$ cat config.mk
export PLATFORM = sky130hd
export DESIGN_NAME = lp2rgb_skid
export DESIGN_NICKNAME = d
export VERILOG_FILES = /design/src/hw/rtl/lp2rgb_pkg.sv /design/src/hw/rtl/lp2rgb_skid.sv
export VERILOG_INCLUDE_DIRS = /design/src /design/src/hw/rtl
export SDC_FILE = /design/constraint.sdc
export NUM_CORES = 1
export LEC_CHECK = 0
export BUFFER_PORTS_ARGS = -buffer_cell sky130_fd_sc_hd__buf_2
export CAP_MARGIN = 15
export CORE_AREA = 2 2 100 102
export DETAILED_ROUTE_END_ITERATION = 6
export DIE_AREA = 0 0 102 104
export GPL_TIMING_DRIVEN = 0
export HOLD_SLACK_MARGIN = 0.15
export SETUP_SLACK_MARGIN = 0.2
export SLEW_MARGIN = 15
export SYNTH_ARGS = -nofsm -noshare
export SYNTH_HDL_FRONTEND = slang
export SYNTH_SLANG_ARGS = --single-unit
$ cat constraint.sdc
create_clock -name i_clk -period 2.75 [get_ports i_clk]
set_input_delay 0 -clock i_clk [delete_from_list [all_inputs] [get_ports i_clk]]
set_output_delay 0 -clock i_clk [all_outputs]
set_load 0.05 [all_outputs]
$ cat src/hw/rtl/line_planar_to_rgb_interleave_macros.svh
// Assertion helpers shared by the top, control and queue modules.
// Each module that uses them has ports i_clk and i_rst_n.
`ifndef LINE_PLANAR_TO_RGB_INTERLEAVE_MACROS_SVH
`define LINE_PLANAR_TO_RGB_INTERLEAVE_MACROS_SVH

// same-cycle implication, checked outside reset
`define LP2RGB_ASSERT_NOW(lbl, ante, cons, msg) \
    lbl: assert property (@(posedge i_clk) disable iff (!i_rst_n) (ante) |-> (cons)) \
        else $error(msg);

// next-cycle implication, checked outside reset
`define LP2RGB_ASSERT_NEXT(lbl, ante, cons, msg) \
    lbl: assert property (@(posedge i_clk) disable iff (!i_rst_n) (ante) |=> (cons)) \
        else $error(msg);

`endif

$ cat src/hw/rtl/lp2rgb_pkg.sv
`default_nettype none

package lp2rgb_pkg;

    // plane phase codes
    localparam logic [1:0] P_RED   = 2'd0;
    localparam logic [1:0] P_GREEN = 2'd1;
    localparam logic [1:0] P_BLUE  = 2'd2;

    // configuration register indexes
    localparam int         CFG_IDX_W        = 1;
    localparam logic [0:0] REG_LINE_WIDTH   = 1'd0;
    localparam logic [0:0] REG_IMAGE_HEIGHT = 1'd1;
    localparam int         CFG_DATA_W       = 16;

    localparam int LINE_WIDTH_W   = 13;
    localparam int IMAGE_HEIGHT_W = 16;

    // width for column/width compares, covers a line of up to 65536 pixels
    localparam int C_CMP_W = 17;

    // output queue depth
    localparam int C_FIFO_DEPTH = 4;

    typedef struct packed {
        logic [1:0] phase;
        logic       line_done;
        logic       last_row;
    } t_step;

    typedef struct packed {
        logic [7:0] red;
        logic [7:0] green;
        logic [7:0] blue;
        logic       image_end;
    } t_pixel;

endpackage

`default_nettype wire

$ cat src/hw/rtl/lp2rgb_skid.sv
`default_nettype none

`include "line_planar_to_rgb_interleave_macros.svh"

module lp2rgb_skid (
    input  wire logic               i_clk,
    input  wire logic               i_rst_n,
    input  wire logic               i_push,
    input  wire logic               i_push_next,
    input  wire lp2rgb_pkg::t_pixel i_pixel,
    input  wire logic               i_stall,
    output logic                    o_valid,
    output lp2rgb_pkg::t_pixel      o_pixel,
    output logic                    o_full
);
    import lp2rgb_pkg::*;

    localparam int PTR_W = (C_FIFO_DEPTH > 1) ? $clog2(C_FIFO_DEPTH) : 1;
    localparam int CNT_W = $clog2(C_FIFO_DEPTH + 1);

    t_pixel           r_buf [C_FIFO_DEPTH];
    logic [PTR_W-1:0] r_wr_ptr;
    logic [PTR_W-1:0] r_rd_ptr;
    logic [CNT_W-1:0] r_cnt;
    logic [CNT_W-1:0] n_cnt;
    logic             r_stall;
    logic             n_stall;
    logic             pop;
    logic [CNT_W:0]   pending;

    assign pop     = (r_cnt != '0) && !i_stall;
    assign n_cnt   = r_cnt + CNT_W'(i_push) - CNT_W'(pop);
    // leave room for the result in flight and one more transfer
    assign pending = (CNT_W + 1)'(n_cnt) + (CNT_W + 1)'(i_push_next);
    assign n_stall = pending >= (CNT_W + 1)'(C_FIFO_DEPTH - 1);

    always_ff @(posedge i_clk) begin
        if (i_push) begin
            r_buf[r_wr_ptr] <= i_pixel;
        end
    end

    always_ff @(posedge i_clk) begin
        if (!i_rst_n) begin
            r_wr_ptr <= '0;
            r_rd_ptr <= '0;
            r_cnt    <= '0;
            r_stall  <= 1'b0;
        end else begin
            if (i_push) begin
                r_wr_ptr <= (r_wr_ptr == PTR_W'(C_FIFO_DEPTH - 1)) ? '0 : r_wr_ptr + 1'b1;
            end
            if (pop) begin
                r_rd_ptr <= (r_rd_ptr == PTR_W'(C_FIFO_DEPTH - 1)) ? '0 : r_rd_ptr + 1'b1;
            end
            r_cnt   <= n_cnt;
            r_stall <= n_stall;
        end
    end

    assign o_valid = r_cnt != '0;
    assign o_pixel = r_buf[r_rd_ptr];
    assign o_full  = r_stall;

    `LP2RGB_ASSERT_NOW(a_no_overflow, i_push && !pop, r_cnt < CNT_W'(C_FIFO_DEPTH), "output queue overflow")

endmodule

`default_nettype wire

==> results.json <==
{
  "status": "completed",
  "worstHoldPathType": "primary input to flip-flop",
  "crit_path_end_kind": "flip-flop",
  "slew_violations": 0,
  "synthAdderAreaFrac_pct": 3.17,
  "finalSetupTns_ns": 0,
  "synthCells": 184,
  "p_clk_share_pct": 22.2,
  "cp.arrival_ns": 2.63,
  "synthMuxAreaShare_pct": 14.4,
  "crit_fanout": 3,
  "worstPathRequired_ns": 3.03,
  "syn-num-nets": 224,
  "r2r_cells": 9,
  "max_freq_mhz": 425,
  "yosys.area.top_type": "edfxtp_1",
  "htreeDepth": 3,
  "holdPathStages": 2,
  "synth_cell_types": 24,
  "power-per-cell-area_nw_per_um2": 821,
  "clk_pin_slew_worst_paths_ns": 0.10,
  "die_area_um2": 10600,
  "drtIter0Drc": 70,
  "synthTopCellsByArea": "edfxtp_1, mux4_2, dfxtp_1",
  "clock-sinks": 110,
  "synth.avg_cell_area_um2": 22.7,
  "nets": 322,
  "p_seq_share_pct": 46.8,
  "avgViaCountPerCell": 4.78,
  "synth_simple_gate_area_share_pct": 1.97,
  "vias": 2008,
  "syn_area_um2": 4180,
  "grt_max_degree": 26,
  "fin_crit_sh_pct": 85.6,
  "synth_compound_area_share_pct": 1.05,
  "yosys_most_used_dff": "edfxtp_1",
  "die_h_um": 104,
  "peakVddDrop_uv": 410,
  "grt_setup_unrepaired": "false",
  "synth_common_cells": "edfxtp_1, mux4_2, dfxtp_1",
  "cts-root-buf": "clkbuf_8",
  "fin_hold_ws_ns": 0.388,
  "cts.path.max_buffers": 2,
  "dp_hpwl_um": 4170,
  "antenna_found_initial": 0,
  "relSlewSlack_pct": 51.1,
  "yosysWarnings": 0,
  "async_flop_share_pct": 0,
  "rows": 36,
  "gp_congestion": 0.675,
  "gr-total-overflow": 0,
  "swShare_pct": 32.4,
  "ant_nets": 0,
  "placed_cell_area_um2": 4630,
  "die_w_um": 102,
  "boundaryPins": 57,
  "synth_top_family_by_area": "multiplexers",
  "first_global_vias": 2104,
  "port_buffers": 56,
  "core_area_um2": 9550,
  "drive_gt1_share_pct": 35.5,
  "synth_edf_count": 100,
  "first_pass_iters": 4,
  "finalInstanceArea_um2": 5140,
  "dp.cells": 373,
  "startpoint_type": "flip-flop",
  "grt_usage_pct": 13.6,
  "start_util_pct": 43.8,
  "drcViolationCount": 0,
  "power.total_uw": 4220,
  "p_sw_uw": 1370,
  "path_class": "flip-flop to flip-flop",
  "worst_pin_slew_ns": 0.733,
  "grt_pass1_wl_um": 10700,
  "finalHoldViolCount": 0,
  "maxCapViolCount": 0,
  "synth-seq-area-share_pct": 76.6,
  "setup_viol": 0,
  "wl_per_cell_um": 16.3,
  "leakage_uw": 0.00181,
  "synthXorXnorAreaFrac_pct": 0.538,
  "num_antenna_cells": 0,
  "clock_skew_ns": 0.0149,
  "finalCriticalPeriod_ns": 2.35,
  "ys_ff_latch": 110,
  "comb_power_share_pct": 31.0,
  "synth.most_common_cell": "edfxtp_1",
  "yosysTopAreaCellShare_pct": 71.8,
  "fin_cells": 420,
  "cts_tree": "done",
  "wirelength_um": 6830,
  "reg2reg_slack_ns": 0.40,
  "clock_latency_ns": 0.36,
  "syn_to_final_growth_pct": 22.9,
  "internal_power_uw": 2850,
  "cts_buffers": 9
}
## worst paths after layout
kind	from	to
max	r_cnt[2]	o_full
min reg2reg	r_rd_ptr[1]	r_rd_ptr[1]
min	i_pixel[14]	r_buf[2][14]
max reg2reg	r_cnt[2]	o_full
## timing repair
item,in CTS,in global routing
endpoints found under the hold margin,110,0
resized for setup,1,1
pin swaps,0,1
setup endpoints to repair,1,1
hold buffers,30,0
buffers inserted,0,1
## cells in the final DEF (no fill, tap or decap), types with 2 or more instances in the layout
| cell | Yosys | routed |
|---|---|---|
| mux4_2 | 20 | 20 |
| buf_2 | 2 | 58 |
| ha_1 | 9 | 9 |
| nor2_1 | 4 | 4 |
| mux4_1 | 5 | 5 |
| and2_1 | 7 | 3 |
| and2_2 | 0 | 4 |
| dlygate4sd3_1 | 0 | 30 |
| buf_12 | 2 | 2 |
| a21oi_1 | 2 | 2 |
| clkbuf_8 | 0 | 9 |
| inv_1 | 8 | 8 |
| dfxtp_1 | 10 | 10 |
| edfxtp_1 | 100 | 100 |
| mux2i_1 | 2 | 2 |
| o21ai_0 | 2 | 2 |
## cell families (layout without fill, tap and decap cells)
kind of cell / after synthesis / in the layout
compound gates: 7 / 7
xor+xnor: 1 / 1
fa+ha+maj: 10 / 10
buf+inv: 14 / 117
flops: 110 / 110
mux: 27 / 27
simple gates: 15 / 15
## power groups by stage
stage,combinational (µW),clock (µW),sequential (µW)
2_1_floorplan,977,0,2020
3_3_place_gp,1250,0,2000
3_5_place_dp,1270,0,2010
4_1_cts,1310,959,1970
5_1_grt,1400,1020,1990
6_report,1310,936,1980
## cell type report
cell class	instances	area (µm²)
Fill cell	798	4410
Buffer	6	66.3
Inverter	8	30.0
Timing Repair Buffer	87	588
Clock buffer	10	128
Clock inverter	6	61.3
Tap cell	133	166
Sequential cell	110	3200
Multi-Input combinational cell	60	900
## per-stage QoR
| stage | setup slack [ns] | util (%) |
|---|---|---|
| 3_5_place_dp | 0.124 | 48.5 |
| 5_1_grt | 0.249 | 53.9 |
| 2_1_floorplan | 0.427 | - |
| 6_report | 0.397 | 53.9 |
| 4_1_cts | 0.254 | 53.7 |
| 3_3_place_gp | 0.234 | 48.5 |
## worst max-delay path: stages (launching register included)
cell and delay [ns]:
dfxtp_1 0.35, nor3_4 0.20, nor2_1 0.07, ha_1 0.27, inv_1 0.04, ha_1 0.18, fa_1 0.50, ha_1 0.32
a21boi_0 0.08, a311oi_1 0.26
## sequential cells by signal, indices dropped and copies added, names as in the netlist, named ones only
name / cells
r_buf: 100
o_full: 1
r_cnt: 3
r_rd_ptr: 2
r_wr_ptr: 2
## per-layer routing
layer	global-route usage [%]	share of wire, %	up-vias
met5	0	0	-
met4	6.00	1.2	0
met3	2.69	3.9	8
met2	22.5	52	48
met1	17.4	43	1009
li1	-	-	943
Note: power is estimated with default switching activity, not from simulation.
