`config.mk`:
```
export PLATFORM = sky130hd
export DESIGN_NAME = lp2rgb_ctrl
export DESIGN_NICKNAME = d
export VERILOG_FILES = /design/src/hw/rtl/lp2rgb_pkg.sv /design/src/hw/rtl/lp2rgb_ctrl.sv
export VERILOG_INCLUDE_DIRS = /design/src /design/src/hw/rtl
export SDC_FILE = /design/constraint.sdc
export NUM_CORES = 1
export LEC_CHECK = 0
export ABC_AREA = 1
export CORE_UTILIZATION = 38
export CTS_CLUSTER_DIAMETER = 80
export CTS_CLUSTER_SIZE = 8
export DETAILED_ROUTE_END_ITERATION = 10
export DONT_BUFFER_PORTS = 1
export HOLD_SLACK_MARGIN = 0.12
export PLACE_DENSITY = 0.52
export SLEW_MARGIN = 40
export SYNTH_ARGS = -nofsm -noshare
export SYNTH_HDL_FRONTEND = slang
export SYNTH_SLANG_ARGS = --single-unit
export TNS_END_PERCENT = 5
```
`constraint.sdc`:
```
create_clock -name i_clk -period 5 [get_ports i_clk]
set_clock_uncertainty 0.15 [all_clocks]
set_input_delay 1 -clock i_clk [delete_from_list [all_inputs] [get_ports i_clk]]
set_output_delay 1 -clock i_clk [all_outputs]
set_load 0.005 [all_outputs]
```
`src/hw/rtl/line_planar_to_rgb_interleave_macros.svh`:
```
// Assertion helpers shared by the top, control and queue modules.
// Each module that uses them has ports i_clk and i_rst_n.
`ifndef LINE_PLANAR_TO_RGB_INTERLEAVE_MACROS_SVH
`define LINE_PLANAR_TO_RGB_INTERLEAVE_MACROS_SVH

// same-cycle implication, checked outside reset
`define LP2RGB_ASSERT_NOW(lbl, ante, cons, msg) \
    lbl: assert property (@(posedge i_clk) disable iff (!i_rst_n) (ante) |-> (cons)) \
        else $error(msg);

// next-cycle implication, checked outside reset
`define LP2RGB_ASSERT_NEXT(lbl, ante, cons, msg) \
    lbl: assert property (@(posedge i_clk) disable iff (!i_rst_n) (ante) |=> (cons)) \
        else $error(msg);

`endif

```
`src/hw/rtl/lp2rgb_pkg.sv`:
```
`default_nettype none

package lp2rgb_pkg;

    // plane phase codes
    localparam logic [1:0] P_RED   = 2'd0;
    localparam logic [1:0] P_GREEN = 2'd1;
    localparam logic [1:0] P_BLUE  = 2'd2;

    // configuration register indexes
    localparam int         CFG_IDX_W        = 1;
    localparam logic [0:0] REG_LINE_WIDTH   = 1'd0;
    localparam logic [0:0] REG_IMAGE_HEIGHT = 1'd1;
    localparam int         CFG_DATA_W       = 16;

    localparam int LINE_WIDTH_W   = 13;
    localparam int IMAGE_HEIGHT_W = 16;

    // width for column/width compares, covers a line of up to 65536 pixels
    localparam int C_CMP_W = 17;

    // output queue depth
    localparam int C_FIFO_DEPTH = 4;

    typedef struct packed {
        logic [1:0] phase;
        logic       line_done;
        logic       last_row;
    } t_step;

    typedef struct packed {
        logic [7:0] red;
        logic [7:0] green;
        logic [7:0] blue;
        logic       image_end;
    } t_pixel;

endpackage

`default_nettype wire

```
`src/hw/rtl/lp2rgb_ctrl.sv`:
```
`default_nettype none

`include "line_planar_to_rgb_interleave_macros.svh"

module lp2rgb_ctrl #(
    parameter int MAX_LINE_WIDTH = 4096,
    parameter int COL_W          = 12
) (
    input  wire logic                                 i_clk,
    input  wire logic                                 i_rst_n,
    input  wire logic                                 i_accept,
    input  wire logic [lp2rgb_pkg::LINE_WIDTH_W-1:0]   i_line_width,
    input  wire logic [lp2rgb_pkg::IMAGE_HEIGHT_W-1:0] i_image_height,
    output logic      [COL_W-1:0]                      o_col,
    output lp2rgb_pkg::t_step                          o_step
);
    import lp2rgb_pkg::*;

    logic [COL_W-1:0]          r_col;
    logic [COL_W-1:0]          n_col;
    logic [1:0]                r_phase;
    logic [1:0]                n_phase;
    logic [IMAGE_HEIGHT_W-1:0] r_row;
    logic [IMAGE_HEIGHT_W-1:0] n_row;
    logic [C_CMP_W-1:0]        lw_ext;
    logic [C_CMP_W-1:0]        w_eff;
    logic [IMAGE_HEIGHT_W-1:0] h_m1;
    logic                      line_done;
    logic                      last_row;

    // clamp the width into 1..MAX_LINE_WIDTH, height 0 acts as 1
    always_comb begin
        lw_ext = C_CMP_W'(i_line_width);
        if (lw_ext == '0) begin
            w_eff = C_CMP_W'(1);
        end else if (lw_ext > C_CMP_W'(MAX_LINE_WIDTH)) begin
            w_eff = C_CMP_W'(MAX_LINE_WIDTH);
        end else begin
            w_eff = lw_ext;
        end
        h_m1 = (i_image_height == '0) ? '0 : i_image_height - 1'b1;
    end

    assign line_done = (C_CMP_W'(r_col) + C_CMP_W'(1)) >= w_eff;
    assign last_row  = r_row >= h_m1;

    assign o_col            = r_col;
    assign o_step.phase     = r_phase;
    assign o_step.line_done = line_done;
    assign o_step.last_row  = last_row;

    always_comb begin
        n_col   = r_col;
        n_phase = r_phase;
        n_row   = r_row;
        if (i_accept) begin
            if (line_done) begin
                n_col = '0;
                unique case (r_phase)
                    P_BLUE: begin
                        n_phase = P_RED;
                        n_row   = last_row ? '0 : r_row + 1'b1;
                    end
                    P_GREEN: begin
                        n_phase = P_BLUE;
                    end
                    default: begin
                        n_phase = P_GREEN;
                    end
                endcase
            end else begin
                n_col = r_col + 1'b1;
                // unreachable code falls back to red
                if (r_phase > P_BLUE) begin
                    n_phase = P_RED;
                end
            end
        end
    end

    always_ff @(posedge i_clk) begin
        if (!i_rst_n) begin
            r_col   <= '0;
            r_phase <= P_RED;
            r_row   <= '0;
        end else begin
            r_col   <= n_col;
            r_phase <= n_phase;
            r_row   <= n_row;
        end
    end

    `LP2RGB_ASSERT_NEXT(a_blue_line_wraps, i_accept && r_phase == P_BLUE && line_done, r_phase == P_RED && r_col == '0, "blue line end did not return to red plane")
    `LP2RGB_ASSERT_NEXT(a_col_advances, i_accept && !line_done, r_col == COL_W'($past(r_col) + 1'b1), "column did not advance")

endmodule

`default_nettype wire

```
==> results.yml, run 1 <==
outcome:
  status: "completed"
sta:
  min_period_ps: 4240
  max_freq_mhz: 236
  rsz0062_at_grt: "false"
  hold_viol: 0
  fin_crit_sh: 0.848
  max_slew_margin: 0.490
  tightestPinTransition_ps: 760
  setup_viol: 0
  slew_violations: 0
  fin_setup_tns_ps: 0
  holdWs_ps: 364
floorplan:
  num_rows: 31
  chipHeight_um: 90.6
  die_area_mm2: 0.00820
  coreArea_mm2: 0.00741
  initial_core_util: 0.402
  io_pins: 48
  die_x_um: 90.6
synth:
  syn_nets: 517
  ys_warn_count: 0
  synthAdderAreaFrac: 0.151
  synth_area_mm2: 0.00298
  ys_types: 37
  synth_compound_area_frac: 0.122
  yosys.area_share.simple: 0.373
  synth_mux_area_frac: 0
  synth-xor-area-share: 0.0734
  synth_top_family_by_area: "simple AND/OR/NAND/NOR gates"
  yosys-top-cells-area: "dfxtp_1 20%, ha_1 15%, nand2_1 14%"
  ys_seq_elements: 30
  synth_top_cell_by_area: "dfxtp_1"
  avgSynthCellArea_um2: 6.64
  synth_seq_area_share: 0.201
  postSynthCellCount: 449
  yosysTopAreaCellShare: 0.201
clock_tree:
  clk_latency_ps: 290
  holdBufCountCts: 0
  cts_made_buffers: 5
  cts.sinks: 30
  path_clk_slew_ps: 60
  post_cts_resized: 0
  htreeDepth: 2
  clock_path_buffers: 2
  post_cts_buffers: 0
  cts-root-buf: "clkbuf_8"
  cts_tree: "done"
setup_path:
  cp-end-kind: "primary output"
  worstReg2RegStart: "o_col[0]"
  crit_start: "i_image_height[1]"
  worst_ep_arrival_time_ps: 3090
  rr_worst_depth: 15
  slowest_delay_ps: 310
  cp_num_cells: 14
  cp-start-kind: "input pin"
  crit_buf_inv: 0
  crit_end: "o_step[0]"
  cp.required_ps: 3850
  r2r-end: "o_col[6]"
  worst-path-max-fanout: 4
  crit_chain: "nor2_2, nand3_2, nor3_2, nand2_1, nor2_2, nand2_1, nor2_2, a21o_1, nand3_1, ha_1, nand2_1, nor3_1, nand3_1, nand3_2"
  r2r_slack_ps: 1630
  cp_slowest_cell: "ha_1"
  crit_family: "simple AND/OR/NAND/NOR gates"
  crit_type: "input pin to primary output"
detailed_routing:
  drtIter0Drc: 104
  drtPass1Iterations: 5
  wl_um: 6950
  wl_per_cell_um: 12.7
  drc: 0
  ant_nets: 0
  vias_per_cell: 5.01
  vias: 2748
power_and_ir_drop:
  internal-power_mw: 0.387
  pwr-share-seq: 0.456
  power_switching_mw: 0.160
  p_total_mw: 0.547
  swShare: 0.292
  p_leak_nw: 1.38
  p_clk_frac: 0.383
  vdd_ir_drop_max_v: 0.0000963
  power_density_mw_per_mm2: 173
  comb_power_share: 0.162
flow_run:
  drv_cap: 0
cells_and_area:
  fin_nets: 517
  postLayoutCoreUtil: 0.426
  fin_cells: 549
  fillCellCount: 790
  area_growth_pct: 5.75
  n_antenna_cell: 0
  drive_gt1_frac: 0.0756
grt:
  first_global_vias: 2648
  antenna_found_initial: 0
  grt_util_all_layers: 0.186
  grt_max_degree: 27
  grt_pass1_wl_um: 12400
  globalRouteOverflowTotal: 0
place:
  hpwlAfterDp_um: 5600
  dp.cells: 541
  gp_congestion: 0.822
  port_buffers: 0
min_path:
  hold_path_class: "flop to flop"
sequential cells by signal, summed over array words and instances (netlist names):
name and flops:
r_row 16, o_col 12, r_phase 2
metal layers:
metal | up-vias | wire (µm) | GRT usage
li1 | 1476 | - | -
met1 | 1203 | 3710 | 0.268
met2 | 58 | 2780 | 0.271
met3 | 11 | 378 | 0.0522
met4 | 0 | 86 | 0.0457
met5 | - | 0 | 0
worst min path at each step:
stage          slack (ps)  startpoint        end  cells after the start
6_report              360   r_row[15]  r_row[15]                      2
5_1_grt               410    r_row[1]   r_row[1]                      2
4_1_cts               370   r_row[15]  r_row[15]                      2
3_5_place_dp          360    r_row[5]   r_row[5]                      2
3_3_place_gp          350    r_row[5]   r_row[5]                      2
2_1_floorplan         320    r_row[5]   r_row[5]                      2
kinds of logic (layout without fill, tap and decap cells):
| kind of cell | Yosys count | count (layout) |
|---|---|---|
| AOI/OAI and AO/OA | 67 | 67 |
| xor gates and xnor gates | 25 | 25 |
| adders and majority gates | 36 | 36 |
| buffers and inverters | 56 | 57 |
| DFF | 30 | 30 |
| and+or+nand+nor | 235 | 235 |
cells in the final DEF (no fill, tap or decap), types with 5 or more instances in the layout:
master	instances
inv_1	46
nand2_1	113
xor2_1	15
nor4_1	6
clkbuf_8	6
nand3_1	19
nor2_2	5
o21ai_0	13
nor3_1	6
dfxtp_1	30
nor2_1	55
a21oi_1	43
ha_1	36
xnor2_1	10
nand4_1	9
worst min-delay path: stages, from the launching register on:
cell and delay (ps):
dfxtp_1 340, nand2_1 70, a21oi_1 60
synthesized netlist by cell type:
cell,n
nand2_1,113
nor2_1,55
inv_1,46
a21oi_1,43
ha_1,36
dfxtp_1,30
nand3_1,19
xor2_1,15
o21ai_0,13
xnor2_1,10
nand4_1,9
nor3_1,6
nor4_1,6
nor2_2,5
a21o_1,3
buf_4,3
nand2_2,3
nand3b_1,3
nor3_2,3
or2_2,3
a211oi_1,2
buf_2,2
clkbuf_1,2
clkinv_1,2
nand3_2,2
nor2_4,2
o211ai_1,2
o21a_1,2
a31o_2,1
buf_8,1
nand2_4,1
nand3_4,1
nand4_2,1
nand4_4,1
nor2_8,1
nor3_4,1
o21bai_1,1
area by class of cell:
cell class	count	area [µm²]	share of cell area
Multi-Input combinational cell	363	2150	0.681
Sequential cell	30	601	0.190
Inverter	48	180	0.0571
Tap cell	99	124	0.0393
Clock buffer	6	82.6	0.0262
Clock inverter	2	12.5	0.00397
Timing Repair Buffer	1	7.51	0.00238
power groups by stage:
| stage | sequential, mW | combinational [mW] | clock, mW |
|---|---|---|---|
| final | 0.249 | 0.0884 | 0.209 |
| after floorplan | 0.253 | 0.0749 | 0 |
| after detailed placement | 0.255 | 0.0890 | 0 |
| after global routing | 0.250 | 0.104 | 0.229 |
| after CTS | 0.249 | 0.0896 | 0.217 |
| after global placement | 0.255 | 0.0882 | 0 |
per-stage QoR:
stage          setup slack (ps)  area, µm²
2_1_floorplan               678       2980
3_3_place_gp                743       3060
3_5_place_dp                715       3060
4_1_cts                     708       3150
5_1_grt                     456       3150
6_report                    760       3150
Power figures use the tool's default switching activity.
==> run 2, diff against run 1 <==
--- a/config.mk
+++ b/config.mk
@@ -13,7 +13,7 @@
 export DETAILED_ROUTE_END_ITERATION = 10
 export DONT_BUFFER_PORTS = 1
 export HOLD_SLACK_MARGIN = 0.12
-export PLACE_DENSITY = 0.52
+export PLACE_DENSITY = 0.54
 export SLEW_MARGIN = 40
 export SYNTH_ARGS = -nofsm -noshare
 export SYNTH_HDL_FRONTEND = slang
==> constraint.sdc (replaced) <==
create_clock -name i_clk -period 3.4 [get_ports i_clk]
set_clock_uncertainty 0.15 [all_clocks]
set_input_delay 0.68 -clock i_clk [delete_from_list [all_inputs] [get_ports i_clk]]
set_output_delay 0.68 -clock i_clk [all_outputs]
set_load 0.005 [all_outputs]
==> run 2 against run 1 <==
Compared with the run above:
- cell area is 14% higher
- non-clock buffer count grew 18
- wire length grew 6.0%
- cell count rose by 3.1%
- die area unchanged
- combinational power rose by 79%
- via count up 3.7%
- worst hold slack got worse by 29 ps
- worst setup slack got worse by 680 ps
- sequential power up 47%
- register-to-register slack worse by 1200 ps
==> results.yml, run 2 (same netlist as run 1, synthesis figures left out) <==
place:
  pre_cts_ws_ps: 8.42
  port_buffers: 0
  gp_congestion: 0.872
  hpwlAfterDp_um: 5770
cells_and_area:
  multi_input_area_mm2: 0.00240
  final_common_cell: "nand2_1"
  drive_gt1_frac: 0.197
  n_antenna_cell: 0
  area.sequential_um2: 612
  layout_common_cells: "106 x nand2_1, 49 x nor2_1, 42 x inv_1, 41 x a21oi_1, 28 x ha_1"
  top_register: "r_row"
  area_growth_pct: 20.2
  fin_nets: 535
  largest_reg_flops: 16
  fillCellCount: 761
setup_path:
  rr_worst_depth: 15
  cp.required_ps: 2570
  cp-end-kind: "primary output"
  crit_type: "input pin to primary output"
  worst-path-max-fanout: 3
  worst_ep_arrival_time_ps: 2490
  cp-start-kind: "input pin"
clock_tree:
  clk_latency_ps: 280
  cts-root-buf: "clkbuf_8"
  cts_tree: "done"
  holdBufCountCts: 0
  clock_path_buffers: 2
  path_clk_slew_ps: 70
  cts_made_buffers: 5
  cts.sinks: 30
  htreeDepth: 2
detailed_routing:
  wl_per_cell_um: 13.0
  ant_nets: 0
  drc: 0
  drtPass1Iterations: 4
  vias_per_cell: 5.04
  vias: 2851
  wl_um: 7370
  drtIter0Drc: 101
power_and_ir_drop:
  p_leak_nw: 1.52
  vdd_ir_drop_max_v: 0.000160
  power_density_mw_per_mm2: 249
floorplan:
  num_rows: 31
  chipHeight_um: 90.6
  io_pins: 48
  die_x_um: 90.6
  coreArea_mm2: 0.00741
  initial_core_util: 0.402
  die_area_mm2: 0.00820
outcome:
  status: "completed"
sta:
  hold_viol: 0
  setup_viol: 0
  max_slew_margin: 0.494
  min_period_ps: 3320
  slew_violations: 0
  setup_ws_ps: 76.9
  holdWs_ps: 335
  max_freq_mhz: 301
  fin_crit_sh: 0.977
  tightestPinTransition_ps: 754
  rsz0062_at_grt: "true"
grt:
  grt_pass1_wl_um: 12300
  grt_util_all_layers: 0.182
  globalRouteOverflowTotal: 0
  first_global_vias: 2672
  antenna_found_initial: 0
  grt_max_degree: 27
min_path:
  hold_path_depth: 1
  hold_path_class: "input pin to flop"
flow_run:
  drv_cap: 0
-- run 2: cell types whose count changed in the layout (fill, tap and decap cells not counted), moves of 4 or more --
| cell | change |
|---|---|
| buf_4 | +16 |
| ha_1 | -8 |
| ha_4 | +7 |
| inv_1 | -4 |
| nand2_1 | -7 |
| nand2_2 | +7 |
| nand3_1 | -6 |
| nand3_2 | +4 |
| nor2_1 | -6 |
| nor2_4 | +5 |
| nor3_4 | +4 |
| o21ai_0 | -6 |
| o21ai_1 | +4 |
-- run 2: where the power goes --
group	switching, mW	internal, mW
sequential	0.00924	0.357
clock	0.134	0.234
combinational	0.0935	0.0643
total	0.237	0.655
-- run 2: critical path, stage by stage --
cell     delay (ps)
nor2_4           90
nand3_2         110
nor3_4          220
nand2_2         100
nor2_4          130
buf_6           100
or2_4           110
nand3_4          60
ha_4            270
nand4_1         130
nor3_4          250
nand3_2         110
nand3_4         110
-- run 2: worst paths after layout --
| path | end | slack (ps) | start |
|---|---|---|---|
| max reg2reg | o_col[4] | 420 | o_col[1] |
| max | o_step[0] | 80 | i_image_height[2] |
| min reg2reg | o_col[1] | 370 | o_col[1] |
| min | o_col[10] | 340 | i_accept |
-- run 2: layout make-up --
| cell class | count | area share |
|---|---|---|
| Clock inverter | 1 | 0.00838 |
| Timing Repair Buffer | 19 | 0.0419 |
| Inverter | 48 | 0.0513 |
| Sequential cell | 30 | 0.171 |
| Multi-Input combinational cell | 363 | 0.670 |
| Tap cell | 99 | 0.0346 |
| Clock buffer | 6 | 0.0230 |
-- run 2: metrics by stage --
step	setup TNS (ps)	util	instances	cell area, µm²	total power [mW]
6_report	0	0.484	566	3580	0.892
5_1_grt	-140	0.484	566	3580	0.939
4_1_cts	0	0.447	560	3310	0.888
3_5_place_dp	0	0.430	552	3180	0.514
3_3_place_gp	0	0.430	552	3180	0.511
2_1_floorplan	-160	-	449	3030	0.485
-- run 2: per-layer routing --
layer  part of all wire  global-route usage  wire (µm)  vias to the layer above
met2               0.45               0.290       3320                       46
met1               0.51               0.252       3720                     1287
li1                   -                   -          -                     1513
met5                  0                   0          0                        -
met3              0.037              0.0370        270                        5
met4             0.0069              0.0376         51                        0
-- run 2: timing repair --
action,in CTS,in global routing
endpoints found under the setup margin,1,4
gates resized for setup,4,52
setup buffers,1,6
gates cloned,0,0
pin swaps,3,22
